File: config.mk
export PLATFORM = sky130hd
export DESIGN_NAME = gamepad_to_arm_joint_commands
export DESIGN_NICKNAME = d
export VERILOG_FILES = /design/src/rtl/gp2arm_pkg.sv /design/src/rtl/gamepad_to_arm_joint_commands.sv
export SDC_FILE = /design/constraint.sdc
export NUM_CORES = 1
export LEC_CHECK = 0
export BUFFER_PORTS_ARGS = -buffer_cell sky130_fd_sc_hd__buf_2
export CAP_MARGIN = 0
export CORE_MARGIN = 10
export CORE_UTILIZATION = 58
export DETAILED_ROUTE_END_ITERATION = 10
export PLACE_DENSITY = 0.82
export SLEW_MARGIN = 20
export SYNTH_ARGS = -nofsm -noshare
export SYNTH_HDL_FRONTEND = slang
export SYNTH_SLANG_ARGS = --single-unit
File: constraint.sdc
create_clock -name clk -period 11.8 [get_ports clk]
set_clock_uncertainty 0.05 [all_clocks]
set_input_delay 2.36 -clock clk [delete_from_list [all_inputs] [get_ports clk]]
set_output_delay 2.36 -clock clk [all_outputs]
set_load 0.01 [all_outputs]
File: src/rtl/gp2arm_pkg.sv
// shared constants and mapping functions for the gamepad to arm joint command block
package gp2arm_pkg;

	localparam int IN_TDATA_W  = 88;
	localparam int OUT_TDATA_W = 48;
	localparam int AXIS_W      = 16;
	localparam int CMD_W       = 8;
	localparam int NUM_JOINTS  = 6;
	localparam int DZ_W        = 11;

	localparam logic [DZ_W-1:0] DZ_RESET = 11'd819;

	localparam logic signed [AXIS_W-1:0] AXIS_ONE  = 16'sd16384;
	localparam logic signed [AXIS_W-1:0] AXIS_MONE = -16'sd16384;
	localparam logic signed [AXIS_W-1:0] DPAD_HALF = 16'sd8192;
	localparam logic signed [AXIS_W-1:0] DPAD_MHALF = -16'sd8192;
	localparam logic [15:0] STICK_RND = 16'd2047;

	// joint slots in the command vector
	localparam int J_SHOULDER = 0;
	localparam int J_UPPER    = 1;
	localparam int J_MID      = 2;
	localparam int J_LOWER    = 3;
	localparam int J_WRIST    = 4;
	localparam int J_FINGER   = 5;

	typedef enum logic {
		KIND_STOP   = 1'b0,
		KIND_JOINTS = 1'b1
	} result_kind_t;

	typedef logic [NUM_JOINTS-1:0][CMD_W-1:0] cmd_vec_t;

	function automatic logic signed [AXIS_W-1:0] axis_sat(input logic signed [AXIS_W-1:0] v);
		if (v > AXIS_ONE) return AXIS_ONE;
		if (v < AXIS_MONE) return AXIS_MONE;
		return v;
	endfunction

	// floor(127 * k / 8) for k in 0..8
	function automatic logic [6:0] step_mag(input logic [3:0] k);
		logic [6:0] m;
		case (k)
			4'd1:    m = 7'd15;
			4'd2:    m = 7'd31;
			4'd3:    m = 7'd47;
			4'd4:    m = 7'd63;
			4'd5:    m = 7'd79;
			4'd6:    m = 7'd95;
			4'd7:    m = 7'd111;
			4'd8:    m = 7'd127;
			default: m = 7'd0;
		endcase
		return m;
	endfunction

	function automatic logic [CMD_W-1:0] stick_cmd(input logic signed [AXIS_W-1:0] s,
			input logic [DZ_W-1:0] dz);
		logic [14:0] a;
		logic [15:0] rnd;
		logic [CMD_W-1:0] mag;
		a = s[15] ? 15'(-s) : s[14:0];
		if ({4'd0, dz} >= a) return '0;
		// ceil(a / 2048), 1..8
		rnd = {1'b0, a} + STICK_RND;
		mag = {1'b0, step_mag(rnd[14:11])};
		return s[15] ? 8'(-mag) : mag;
	endfunction

	// 4 - floor(t / 4096) mapped to 0..127
	function automatic logic [CMD_W-1:0] trig_mag(input logic signed [AXIS_W-1:0] t);
		logic [3:0] m;
		m = 4'd4 - t[15:12];
		return {1'b0, step_mag(m)};
	endfunction

	function automatic logic [CMD_W-1:0] pair_cmd(input logic pos, input logic neg);
		if (pos) return 8'd1;
		if (neg) return 8'hFF;
		return 8'd0;
	endfunction

endpackage

File: src/rtl/gamepad_to_arm_joint_commands.sv
// top level: gamepad sample in, arm joint command set or stop request out
//
// channel   | dir | beat contents                                   | rate
// s_axis    | in  | one gamepad sample (axes, buttons)              | 1 per cycle unless stalled
// m_axis    | out | zero or one result per sample (stop or joints)  | 1 per cycle unless stalled
// cfg       | in  | dead zone limit write                           | any idle cycle
//
// a sample is registered on acceptance, mapped from the input register and its result,
// if any, lands in the output register when the sample advances.
// one sample per cycle sustained while the output is not stalled; the output register
// and the input register both advance whenever the output is empty or being taken.
// arst_n clears valids, last commands, trigger flags and rearms the stop button.
// samples that give no result pass the mapping stage even while the output stalls.
module gamepad_to_arm_joint_commands (
	input  logic        clk,
	input  logic        arst_n,
	input  logic        cfg_wr_en,
	input  logic [10:0] cfg_wr_data,
	input  logic        s_axis_tvalid,
	output logic        s_axis_tready,
	// left_stick_x, right_stick_y, dpad_y, left_trigger, right_trigger,
	// a, y, start, back and middle buttons, zero pad
	input  logic [gp2arm_pkg::IN_TDATA_W-1:0] s_axis_tdata,
	output logic        m_axis_tvalid,
	input  logic        m_axis_tready,
	// shoulder, upper arm, mid arm, lower arm, wrist and finger commands
	output logic [gp2arm_pkg::OUT_TDATA_W-1:0] m_axis_tdata,
	// result_kind
	output logic        m_axis_tuser
);

	logic [gp2arm_pkg::DZ_W-1:0] dead_zone_q;

	logic        in_valid_s1;
	logic [84:0] in_data_s1;

	logic                     out_valid_q;
	gp2arm_pkg::result_kind_t out_kind_q;
	gp2arm_pkg::cmd_vec_t     out_cmd_q;

	gp2arm_pkg::cmd_vec_t last_cmd_q;
	logic pos_moved_q;
	logic neg_moved_q;
	logic stop_rearmed_q;

	logic signed [15:0] lx, ry, dy, lt, rt;
	logic ba, by, bs, bb, bm;
	logic pos_moved_d, neg_moved_d;
	gp2arm_pkg::cmd_vec_t cmd;
	logic changed;
	logic produce;
	logic advance;
	logic out_free;

	assign lx = gp2arm_pkg::axis_sat(in_data_s1[15:0]);
	assign ry = gp2arm_pkg::axis_sat(in_data_s1[31:16]);
	assign dy = gp2arm_pkg::axis_sat(in_data_s1[47:32]);
	assign lt = gp2arm_pkg::axis_sat(in_data_s1[63:48]);
	assign rt = gp2arm_pkg::axis_sat(in_data_s1[79:64]);
	assign ba = in_data_s1[80];
	assign by = in_data_s1[81];
	assign bs = in_data_s1[82];
	assign bb = in_data_s1[83];
	assign bm = in_data_s1[84];

	// trigger flags are set before they gate this sample
	assign pos_moved_d = pos_moved_q | (lt != 16'sd0);
	assign neg_moved_d = neg_moved_q | (rt != 16'sd0);

	always_comb begin
		cmd = '0;
		cmd[gp2arm_pkg::J_SHOULDER] = gp2arm_pkg::stick_cmd(lx, dead_zone_q);
		cmd[gp2arm_pkg::J_UPPER]    = gp2arm_pkg::pair_cmd(dy > gp2arm_pkg::DPAD_HALF,
				dy < gp2arm_pkg::DPAD_MHALF);
		cmd[gp2arm_pkg::J_MID]      = gp2arm_pkg::pair_cmd(ba, by);
		cmd[gp2arm_pkg::J_LOWER]    = gp2arm_pkg::stick_cmd(ry, dead_zone_q);
		if (lt != gp2arm_pkg::AXIS_ONE && pos_moved_d) begin
			cmd[gp2arm_pkg::J_WRIST] = gp2arm_pkg::trig_mag(lt);
		end else if (rt != gp2arm_pkg::AXIS_ONE && neg_moved_d) begin
			cmd[gp2arm_pkg::J_WRIST] = 8'(-gp2arm_pkg::trig_mag(rt));
		end else begin
			cmd[gp2arm_pkg::J_WRIST] = 8'd0;
		end
		cmd[gp2arm_pkg::J_FINGER]   = gp2arm_pkg::pair_cmd(bs, bb);
	end

	assign changed  = (cmd != last_cmd_q);
	assign produce  = bm ? stop_rearmed_q : changed;
	assign out_free = !out_valid_q || m_axis_tready;
	assign advance  = in_valid_s1 && (!produce || out_free);

	assign s_axis_tready = !in_valid_s1 || advance;
	assign m_axis_tvalid = out_valid_q;
	assign m_axis_tuser  = out_kind_q;
	assign m_axis_tdata  = out_cmd_q;

	always_ff @(posedge clk or negedge arst_n) begin
		if (!arst_n) begin
			dead_zone_q <= gp2arm_pkg::DZ_RESET;
		end else if (cfg_wr_en) begin
			dead_zone_q <= cfg_wr_data;
		end
	end

	always_ff @(posedge clk or negedge arst_n) begin
		if (!arst_n) begin
			in_valid_s1 <= 1'b0;
		end else if (s_axis_tready) begin
			in_valid_s1 <= s_axis_tvalid;
		end
	end

	always_ff @(posedge clk) begin
		if (s_axis_tvalid && s_axis_tready) begin
			in_data_s1 <= s_axis_tdata[84:0];
		end
	end

	always_ff @(posedge clk or negedge arst_n) begin
		if (!arst_n) begin
			out_valid_q    <= 1'b0;
			last_cmd_q     <= '0;
			pos_moved_q    <= 1'b0;
			neg_moved_q    <= 1'b0;
			stop_rearmed_q <= 1'b1;
		end else begin
			if (advance && produce) begin
				out_valid_q <= 1'b1;
			end else if (m_axis_tready) begin
				out_valid_q <= 1'b0;
			end
			if (advance) begin
				stop_rearmed_q <= !bm;
				if (!bm) begin
					pos_moved_q <= pos_moved_d;
					neg_moved_q <= neg_moved_d;
					if (changed) begin
						last_cmd_q <= cmd;
					end
				end
			end
		end
	end

	always_ff @(posedge clk) begin
		if (advance && produce) begin
			if (bm) begin
				out_kind_q <= gp2arm_pkg::KIND_STOP;
				out_cmd_q  <= '0;
			end else begin
				out_kind_q <= gp2arm_pkg::KIND_JOINTS;
				out_cmd_q  <= cmd;
			end
		end
	end

endmodule

==> results of run 1 <==
[registers in the layout (all words and copies together), names as in the netlist]
signal          flops
in_data_s1         85
last_cmd_q         24
m_axis_tdata       24
dead_zone_q        11
in_valid_s1         1
m_axis_tuser        1
m_axis_tvalid       1
neg_moved_q         1
pos_moved_q         1
stop_rearmed_q      1
[area by class of cell]
type,instances,area share [%]
clock buffer,17,3.99
clock inverter,15,1.87
inverter,42,1.48
multi-input combinational,652,42.1
sequential,150,40.5
tap,216,2.54
timing repair buffer,157,7.52
[per-stage QoR]
step	hold slack (ns)	setup slack, ns
after floorplan	0.374	2.92
after global placement	0.390	2.02
after detailed placement	0.396	1.91
after CTS	0.436	1.42
after global routing	0.480	0.814
final	0.431	1.40
[power breakdown]
group / internal, mW / leakage (nW) / total [mW] / switching [mW]
registers: 0.643 / 1.53 / 0.702 / 0.0592
logic: 0.171 / 2.33 / 0.408 / 0.237
clock network: 0.290 / 0.300 / 0.547 / 0.257
total: 1.10 / 4.15 / 1.66 / 0.552
[kinds of logic after synthesis]
logic type,after synthesis,share of synthesized area (%)
and+or+nand+nor,326,19.1
adders and majority gates,27,3.58
DFF,150,46.1
xor gates and xnor gates,22,2.06
muxes,35,4.47
buffers and inverters,109,6.16
AOI/OAI and AO/OA,242,18.5
[worst paths after layout]
check                                   startpoint                         end  slack [ns]  cells after the start
max in group asynchronous                   arst_n   last_cmd_q[4]$_DFFE_PN0P_        9.06                      1
max reg2reg                in_data_s1[5]$_DFFE_PP_    in_data_s1[16]$_DFFE_PP_        2.77                     28
max                        in_data_s1[5]$_DFFE_PP_               s_axis_tready        1.40                     28
min                        neg_moved_q$_DFFE_PN0P_     neg_moved_q$_DFFE_PN0P_        0.43                      2
min reg2reg                neg_moved_q$_DFFE_PN0P_     neg_moved_q$_DFFE_PN0P_        0.43                      2
min in group asynchronous                   arst_n  dead_zone_q[2]$_DFFE_PN0P_        2.04                      1
[per-layer routing]
layer,routed length (µm),up-vias,track usage (%)
met4,438,0,6.84
met3,1610,37,5.50
met5,0,-,0
met2,10500,297,32.8
li1,-,3694,-
met1,9530,3573,26.3
[cell usage in the layout, fill, tap and decap left out, types with 8 or more instances in the layout]
cell type	count
o21a_1	8
mux2_2	10
o31ai_1	8
dfrtp_1	33
or2_2	10
or3_1	11
o21ai_0	44
a211oi_1	17
nor4_1	20
a31oi_1	12
mux2_4	11
nand3_1	17
nand2_1	67
nand2b_1	12
or4_1	12
mux2i_1	14
and3_1	9
a22oi_1	10
edfxtp_1	110
xnor2_1	17
nor2_1	64
ha_1	26
nand4_1	15
o211ai_1	11
o2111ai_1	8
buf_2	151
inv_1	41
a21oi_1	41
and2_1	19
nor3_1	25
nor2b_1	8
clkbuf_16	17
[tightest hold or removal path, stage by stage, from the launching register on]
cell and delay (ns):
dfrtp_1 0.33, inv_1 0.05, o31ai_1 0.06
==> impl_metrics.py, run 1 <==
metrics = {
    "flow_run": {
        "maxCapViolCount": 0,
    },
    "die": {
        "dieWidth_um": 147,
        "start_util_pct": 59.1,
        "fp-row-count": 46,
        "io_pins": 155,
        "dieArea_mm2": 0.0216,
        "core_mm2": 0.0158,
        "die_y_um": 147,
    },
    "routing": {
        "num_vias": 7601,
        "viasPerCell": 6.09,
        "detail_route.drc_violations": 0,
        "ant_nets": 0,
        "dr.pass1.iters": 6,
        "routed_wl_um": 22100,
        "drt_first_iter_violations": 625,
        "wl_per_cell_um": 17.7,
    },
    "layout": {
        "multi_input_area_mm2": 0.00448,
        "layout-drive-gt1-share_pct": 24.2,
        "regArea_mm2": 0.00431,
        "num-nets-final": 1150,
        "area_growth_pct": 13.8,
        "post-route-cell-area_mm2": 0.0106,
        "antennaDiodeCount": 0,
        "post-route-util_pct": 67.3,
        "n_fill_cell": 1227,
        "final_cells": 1249,
    },
    "grt": {
        "grt.total_usage_pct": 20.4,
        "grt_pass1_wl_um": 37000,
        "grt_pass1_vias": 7503,
        "gr-total-overflow": 0,
        "antenna_found_initial": 0,
        "grt_max_degree": 41,
    },
    "worst_setup_path": {
        "critical_path.max_fanout": 14,
        "critPathBufInv": 3,
        "cp_top_family": "simple AND/OR/NAND/NOR gates",
        "cp_slowest_cell": "or4_1",
        "required_ns": 9.39,
        "max_stage_delay_ns": 0.73,
        "worstPathArrival_ns": 7.99,
        "cp-start-kind": "flip-flop",
        "end_kind": "output pin",
        "crit_type": "reg -> out",
    },
    "logic_synthesis": {
        "synth-edff-count": 110,
        "yosys.area.top_type": "edfxtp_1",
        "yosysMostFrequentCell": "edfxtp_1",
        "synth_common_cells": "edfxtp_1, nand2_1, nor2_1, o21ai_0",
        "synthTopCellsByArea": "edfxtp_1, dfrtp_1, ha_1",
        "synthesis.nets": 1041,
        "ys_types": 93,
        "synth-warning-count": 0,
        "synthesis.instances": 911,
        "seq_area_frac_synth_pct": 46.1,
        "synth-main-ff-cell": "edfxtp_1",
        "synth_area_mm2": 0.00936,
        "async_flop_share_pct": 26.7,
        "syn_avg_cell_area_um2": 10.3,
        "ys_ff_latch": 150,
        "synth_top_cell_area_share_pct": 35.3,
    },
    "clock_tree": {
        "cts.htree.levels": 4,
        "numCtsBuffers": 17,
        "post_cts_resize_count": 0,
        "clockRootBuffer": "clkbuf_16",
        "clock_latency_ns": 0.43,
        "tritoncts": "done",
        "clk_transition_reported_paths_ns": 0.07,
        "clk_path_buf_depth": 2,
        "cts.sinks": 150,
        "holdBufCountCts": 0,
        "post_cts_buffers": 0,
    },
    "status": {
        "status": "complete, no violations",
    },
    "timing": {
        "fin_setup_tns_ns": 0,
        "final.period_utilization_pct": 88.2,
        "final_hold_viol_count": 0,
        "clock.fmax_mhz": 96.1,
        "worst_pin_slew_ns": 1.03,
        "finalMaxSlewViolations": 0,
        "max-slew-margin-rel_pct": 31.4,
        "setup_viol": 0,
        "rsz0062_at_grt": "false",
        "period_needed_ns": 10.40,
    },
    "placed_design": {
        "portBuffers": 151,
        "dpl_cell_area_mm2": 0.0100,
        "hpwl_um": 16100,
        "dpl.cell_count": 1217,
        "gp_routability_congestion": 0.937,
    },
    "power": {
        "power.density_mw_per_mm2": 156,
        "power_mw": 1.66,
        "vdd_drop_max_mv": 0.109,
        "p_leak_nw": 4.15,
    },
    "min_path": {
        "hp-class": "reg -> reg",
    },
}
No activity file was read; power rests on OpenSTA's default activity.
==> run 2, diff against run 1 <==
- BUFFER_PORTS_ARGS: -buffer_cell sky130_fd_sc_hd__buf_2 -> not set
- CAP_MARGIN: 0 -> not set
- CORE_UTILIZATION: 58 -> 65
- DONT_BUFFER_PORTS: not set -> 1
- PLACE_DENSITY: 0.82 -> 0.81
==> run 2 against run 1 <==
Against the previous run:
- via count shrank 3.7%
- routed wire length up 1.2%
- hold slack worse by 0.016 ns
- die area fell by 9.3%
- register-to-register slack got worse by 0.16 ns
- clock power about the same
- core utilization grew 2.9 points
- worst setup slack worse by 0.14 ns
- non-clock buffer count shrank 152
- highest routed layer unchanged
==> impl_metrics.py, run 2 (same netlist as run 1, synthesis figures left out) <==
metrics = {
    "status": {
        "status": "complete, no violations",
    },
    "clock_tree": {
        "clk_transition_reported_paths_ns": 0.07,
        "post_cts_resize_count": 0,
        "post_cts_buffers": 0,
        "clock_latency_ns": 0.44,
        "holdBufCountCts": 0,
        "tritoncts": "done",
        "numCtsBuffers": 17,
        "clockRootBuffer": "clkbuf_16",
        "cts.sinks": 150,
        "clk_path_buf_depth": 2,
        "cts.htree.levels": 4,
    },
    "placed_design": {
        "hpwl_um": 16200,
        "portBuffers": 0,
        "dpl_cell_area_mm2": 0.00922,
        "gp_routability_congestion": 0.942,
        "dpl.cell_count": 1029,
    },
    "layout": {
        "antennaDiodeCount": 0,
        "post-route-cell-area_mm2": 0.00981,
        "largest_reg_flops": 85,
        "num-nets-final": 998,
        "layout_commonest_cell": "edfxtp_1",
        "n_fill_cell": 1018,
        "final_cell_mix": "edfxtp_1, nand2_1, nor2_1, o21ai_0",
        "layout-drive-gt1-share_pct": 11.1,
        "area_growth_pct": 4.85,
        "final_cells": 1061,
        "regMostFlops": "in_data_s1",
    },
    "timing": {
        "final_hold_viol_count": 0,
        "worst_pin_slew_ns": 1.00,
        "max-slew-margin-rel_pct": 32.9,
        "final.period_utilization_pct": 89.4,
        "setup_viol": 0,
        "period_needed_ns": 10.55,
        "finalMaxSlewViolations": 0,
        "fin_setup_tns_ns": 0,
        "rsz0062_at_grt": "false",
        "clock.fmax_mhz": 94.8,
    },
    "worst_setup_path": {
        "cp-start-kind": "flip-flop",
        "crit_type": "reg -> out",
        "required_ns": 9.39,
        "worstPathArrival_ns": 8.14,
        "end_kind": "output pin",
        "critical_path.max_fanout": 14,
    },
    "power": {
        "p_leak_nw": 3.53,
        "power.density_mw_per_mm2": 166,
        "vdd_drop_max_mv": 0.134,
    },
    "grt": {
        "gr-total-overflow": 0,
        "grt_pass1_wl_um": 36700,
        "grt.total_usage_pct": 22.6,
        "grt_max_degree": 70,
        "grt_pass1_vias": 7181,
        "antenna_found_initial": 0,
    },
    "routing": {
        "routed_wl_um": 22400,
        "detail_route.drc_violations": 0,
        "drt_first_iter_violations": 729,
        "viasPerCell": 6.90,
        "ant_nets": 0,
        "wl_per_cell_um": 21.1,
        "dr.pass1.iters": 6,
        "num_vias": 7318,
    },
    "flow_run": {
        "maxCapViolCount": 0,
    },
    "min_path": {
        "hp-class": "reg -> reg",
    },
    "die": {
        "die_y_um": 140,
        "fp-row-count": 43,
        "dieArea_mm2": 0.0196,
        "start_util_pct": 66.9,
        "io_pins": 155,
        "core_mm2": 0.0140,
        "dieWidth_um": 140,
    },
}
==> run 2: power by group <==
| part | leakage (nW) | internal [mW] | total [mW] | switching, mW |
|---|---|---|---|---|
| Clock | 0.286 | 0.286 | 0.546 | 0.260 |
| Sequential | 1.53 | 0.644 | 0.716 | 0.0725 |
| Combinational | 1.72 | 0.148 | 0.369 | 0.220 |
| Total | 3.53 | 1.08 | 1.63 | 0.553 |
==> run 2: layer usage <==
metal | up-vias | GRT usage [%] | routed length, µm | part of all wire, %
met1 | 3525 | 27.5 | 9110 | 41
met3 | 41 | 7.07 | 1800 | 8.1
met2 | 364 | 37.6 | 11000 | 49
met5 | - | 0 | 0 | 0
met4 | 0 | 6.85 | 399 | 1.8
li1 | 3388 | - | - | -
==> run 2: worst max-delay path: stages, from the launching register on <==
cell and delay (ns):
edfxtp_1 0.56, or4_1 0.76, or4_1 0.56, o21a_1 0.31, nor2_1 0.23, nand2_1 0.13, ha_1 0.38, or4b_1 0.39
or3_1 0.16, o32ai_1 0.08, nor4_2 0.46, or4b_1 0.23, nor2_1 0.08, or2_2 0.31, xnor2_1 0.29, inv_1 0.11
ha_1 0.22, a311oi_1 0.45, nand2_1 0.11, inv_1 0.10, ha_1 0.12, nor2_1 0.04, a31o_2 0.25, o21ai_0 0.24
nand4_1 0.12, or4_1 0.50, nor3_2 0.30, or3_1 0.22
==> run 2: final cells by class <==
cell class / count / area [µm²] / area share, %
Clock buffer: 17 / 425 / 4.34
Timing Repair Buffer: 5 / 37.5 / 0.383
Inverter: 42 / 158 / 1.61
Sequential cell: 150 / 4310 / 44.0
Multi-Input combinational cell: 652 / 4480 / 45.7
Tap cell: 180 / 225 / 2.30
Clock inverter: 15 / 171 / 1.75
==> run 2: final timing paths <==
kind                                              end  slack (ns)  cells after the start                    start
max in group asynchronous  stop_rearmed_q$_DFFE_PN1P_        9.94                      0                   arst_n
min reg2reg                   neg_moved_q$_DFFE_PN0P_        0.41                      2  neg_moved_q$_DFFE_PN0P_
min                           neg_moved_q$_DFFE_PN0P_        0.41                      2  neg_moved_q$_DFFE_PN0P_
max reg2reg                  in_data_s1[47]$_DFFE_PP_        2.61                     28  in_data_s1[5]$_DFFE_PP_
max                                     s_axis_tready        1.25                     27  in_data_s1[5]$_DFFE_PP_
min in group asynchronous  dead_zone_q[2]$_DFFE_PN0P_        1.56                      0                   arst_n
==> run 2: stage by stage <==
step	hold WS, ns	power, mW	util, %	worst slack (ns)
floorplan	0.374	1.01	-	2.92
global placement	0.393	1.07	65.9	2.05
detailed placement	0.393	1.08	65.9	1.93
CTS	0.414	1.63	70.2	1.41
global route	0.427	1.71	70.2	0.746
finish	0.415	1.63	70.2	1.25
==> run 3, diff against run 2 <==
- CORE_ASPECT_RATIO: not set -> 1.2
- HOLD_SLACK_MARGIN: not set -> 0.05
==> run 3 against run 2 <==
Against the previous run:
- clock power hardly changed
- largest cell class unchanged
- hold slack worse by 0.0010 ns
- routed wire length is 0.29% higher
- register-to-register slack worse by 0.04 ns
- critical path type unchanged
- largest power group unchanged
- sequential cell count stayed put
- die area is 0.10% higher
- highest routed layer unchanged
- clock-buffer cell count stayed put
- sequential share of layout area hardly changed
==> impl_metrics.py, run 3 (same netlist as run 1, synthesis figures left out) <==
metrics = {
    "power": {
        "clkPwrFrac_pct": 33.4,
        "power.density_mw_per_mm2": 166,
        "combPwrFrac_pct": 22.7,
        "p_leak_nw": 3.54,
        "pwr-share-seq_pct": 44.0,
        "switching_share_pct": 33.7,
        "p_sw_mw": 0.548,
        "vdd_drop_max_mv": 0.112,
        "internal_power_mw": 1.08,
    },
    "routing": {
        "ant_nets": 0,
        "detail_route.drc_violations": 0,
        "num_vias": 7265,
        "routed_wl_um": 22400,
        "viasPerCell": 6.87,
        "drt_first_iter_violations": 838,
        "wl_per_cell_um": 21.2,
        "dr.pass1.iters": 5,
    },
    "grt": {
        "gr-total-overflow": 0,
        "antenna_found_initial": 0,
        "grt_pass1_vias": 7239,
        "grt.total_usage_pct": 23.1,
        "grt_pass1_wl_um": 36300,
        "grt_max_degree": 67,
    },
    "timing": {
        "max-slew-margin-rel_pct": 32.6,
        "period_needed_ns": 10.59,
        "rsz0062_at_grt": "false",
        "worst_pin_slew_ns": 1.01,
        "final.period_utilization_pct": 89.7,
        "timing.hold.ws_ns": 0.414,
        "final_hold_viol_count": 0,
        "fin_setup_tns_ns": 0,
        "clock.fmax_mhz": 94.4,
        "setup_viol": 0,
        "finalMaxSlewViolations": 0,
    },
    "layout": {
        "multi_input_area_mm2": 0.00448,
        "area_growth_pct": 4.88,
        "final_cells": 1057,
        "regMostFlops": "in_data_s1",
        "antennaDiodeCount": 0,
        "largest_reg_flops": 85,
        "layout-drive-gt1-share_pct": 11.2,
        "regArea_mm2": 0.00431,
        "post-route-util_pct": 69.0,
        "layout_commonest_cell": "edfxtp_1",
        "final_cell_mix": "edfxtp_1, nand2_1, nor2_1, o21ai_0",
        "n_fill_cell": 1028,
        "num-nets-final": 999,
        "post-route-cell-area_mm2": 0.00982,
    },
    "worst_setup_path": {
        "end_kind": "output pin",
        "required_ns": 9.39,
        "cp_slowest_cell": "or4_1",
        "crit_type": "reg -> out",
        "cp-start-kind": "flip-flop",
        "critical_path.max_fanout": 14,
        "worstPathArrival_ns": 8.18,
        "max_stage_delay_ns": 0.75,
    },
    "die": {
        "core_mm2": 0.0142,
        "dieWidth_um": 130,
        "dieArea_mm2": 0.0196,
        "fp-row-count": 48,
        "start_util_pct": 65.8,
        "io_pins": 155,
        "die_y_um": 151,
    },
    "clock_tree": {
        "clk_path_buf_depth": 2,
        "clock_latency_ns": 0.43,
        "clk_transition_reported_paths_ns": 0.07,
        "numCtsBuffers": 17,
        "clockRootBuffer": "clkbuf_16",
        "post_cts_buffers": 0,
        "cts.htree.levels": 4,
        "cts.sinks": 150,
        "tritoncts": "done",
        "holdBufCountCts": 0,
        "post_cts_resize_count": 0,
    },
    "placed_design": {
        "dpl.cell_count": 1025,
        "hpwl_um": 16200,
        "portBuffers": 0,
        "dpl_cell_area_mm2": 0.00922,
        "gp_routability_congestion": 0.937,
    },
    "status": {
        "status": "complete, no violations",
    },
    "flow_run": {
        "maxCapViolCount": 0,
    },
    "min_path": {
        "hp-class": "reg -> reg",
    },
}
==> run 3: cell types whose count changed in the layout (fill, tap and decap cells not counted) <==
cell / before / now
clkinvlp_4: 2 / 1
clkinv_8: 3 / 2
inv_6: 3 / 2
buf_4: 5 / 6
inv_8: 5 / 8
==> run 3: final cells by class <==
class / count / share of cell area, %
repair buffers: 6 / 0.459
well taps: 175 / 2.23
clock inverters: 15 / 1.76
multi-input cells: 652 / 45.7
clock buffers: 17 / 4.33
flip-flops and latches: 150 / 43.9
inverters: 42 / 1.61
==> run 3: worst max-delay path, delay by kind of cell, from the launching register on <==
| kind | cells | cell delay [ns] |
|---|---|---|
| buffers and inverters | 3 | 0.37 |
| adders and majority gates | 3 | 0.71 |
| and+or+nand+nor | 15 | 4.31 |
| xor gates and xnor gates | 1 | 0.17 |
| AOI/OAI and AO/OA | 6 | 1.63 |
| DFF | 1 | 0.56 |
==> run 3: per-stage QoR <==
step                      total power [mW]  setup WS [ns]
final                                 1.63           1.21
after global routing                  1.71          0.636
after CTS                             1.63           1.26
after detailed placement              1.08           1.74
after global placement                1.07           1.87
after floorplan                       1.01           2.92
==> run 3: path summary, 6_finish.rpt <==
check                                              from                         end  slack [ns]  cells past startpoint
worst max-delay path            in_data_s1[5]$_DFFE_PP_               s_axis_tready        1.21                     28
worst min-delay path            neg_moved_q$_DFFE_PN0P_     neg_moved_q$_DFFE_PN0P_        0.41                      2
worst max register to register  in_data_s1[5]$_DFFE_PP_    in_data_s1[23]$_DFFE_PP_        2.57                     29
worst min register to register  neg_moved_q$_DFFE_PN0P_     neg_moved_q$_DFFE_PN0P_        0.41                      2
max in group asynchronous                        arst_n  stop_rearmed_q$_DFFE_PN1P_        9.93                      0
min in group asynchronous                        arst_n  last_cmd_q[31]$_DFFE_PN0P_        1.57                      0
==> run 3: metal layers <==
layer  wire (µm)  vias up  track usage [%]
li1            -     3391                -
met1        9140     3555             26.5
met2       11400      265             40.1
met3        1250       54             6.02
met4         623        0             9.97
met5           0        -                0
==> run 3: power groups by stage <==
stage               clock, mW  combinational [mW]  sequential, mW
finish                  0.543               0.369           0.716
global route            0.572               0.409           0.725
CTS                     0.550               0.365           0.715
detailed placement          0               0.360           0.725
global placement            0               0.345           0.721
floorplan                   0               0.314           0.695
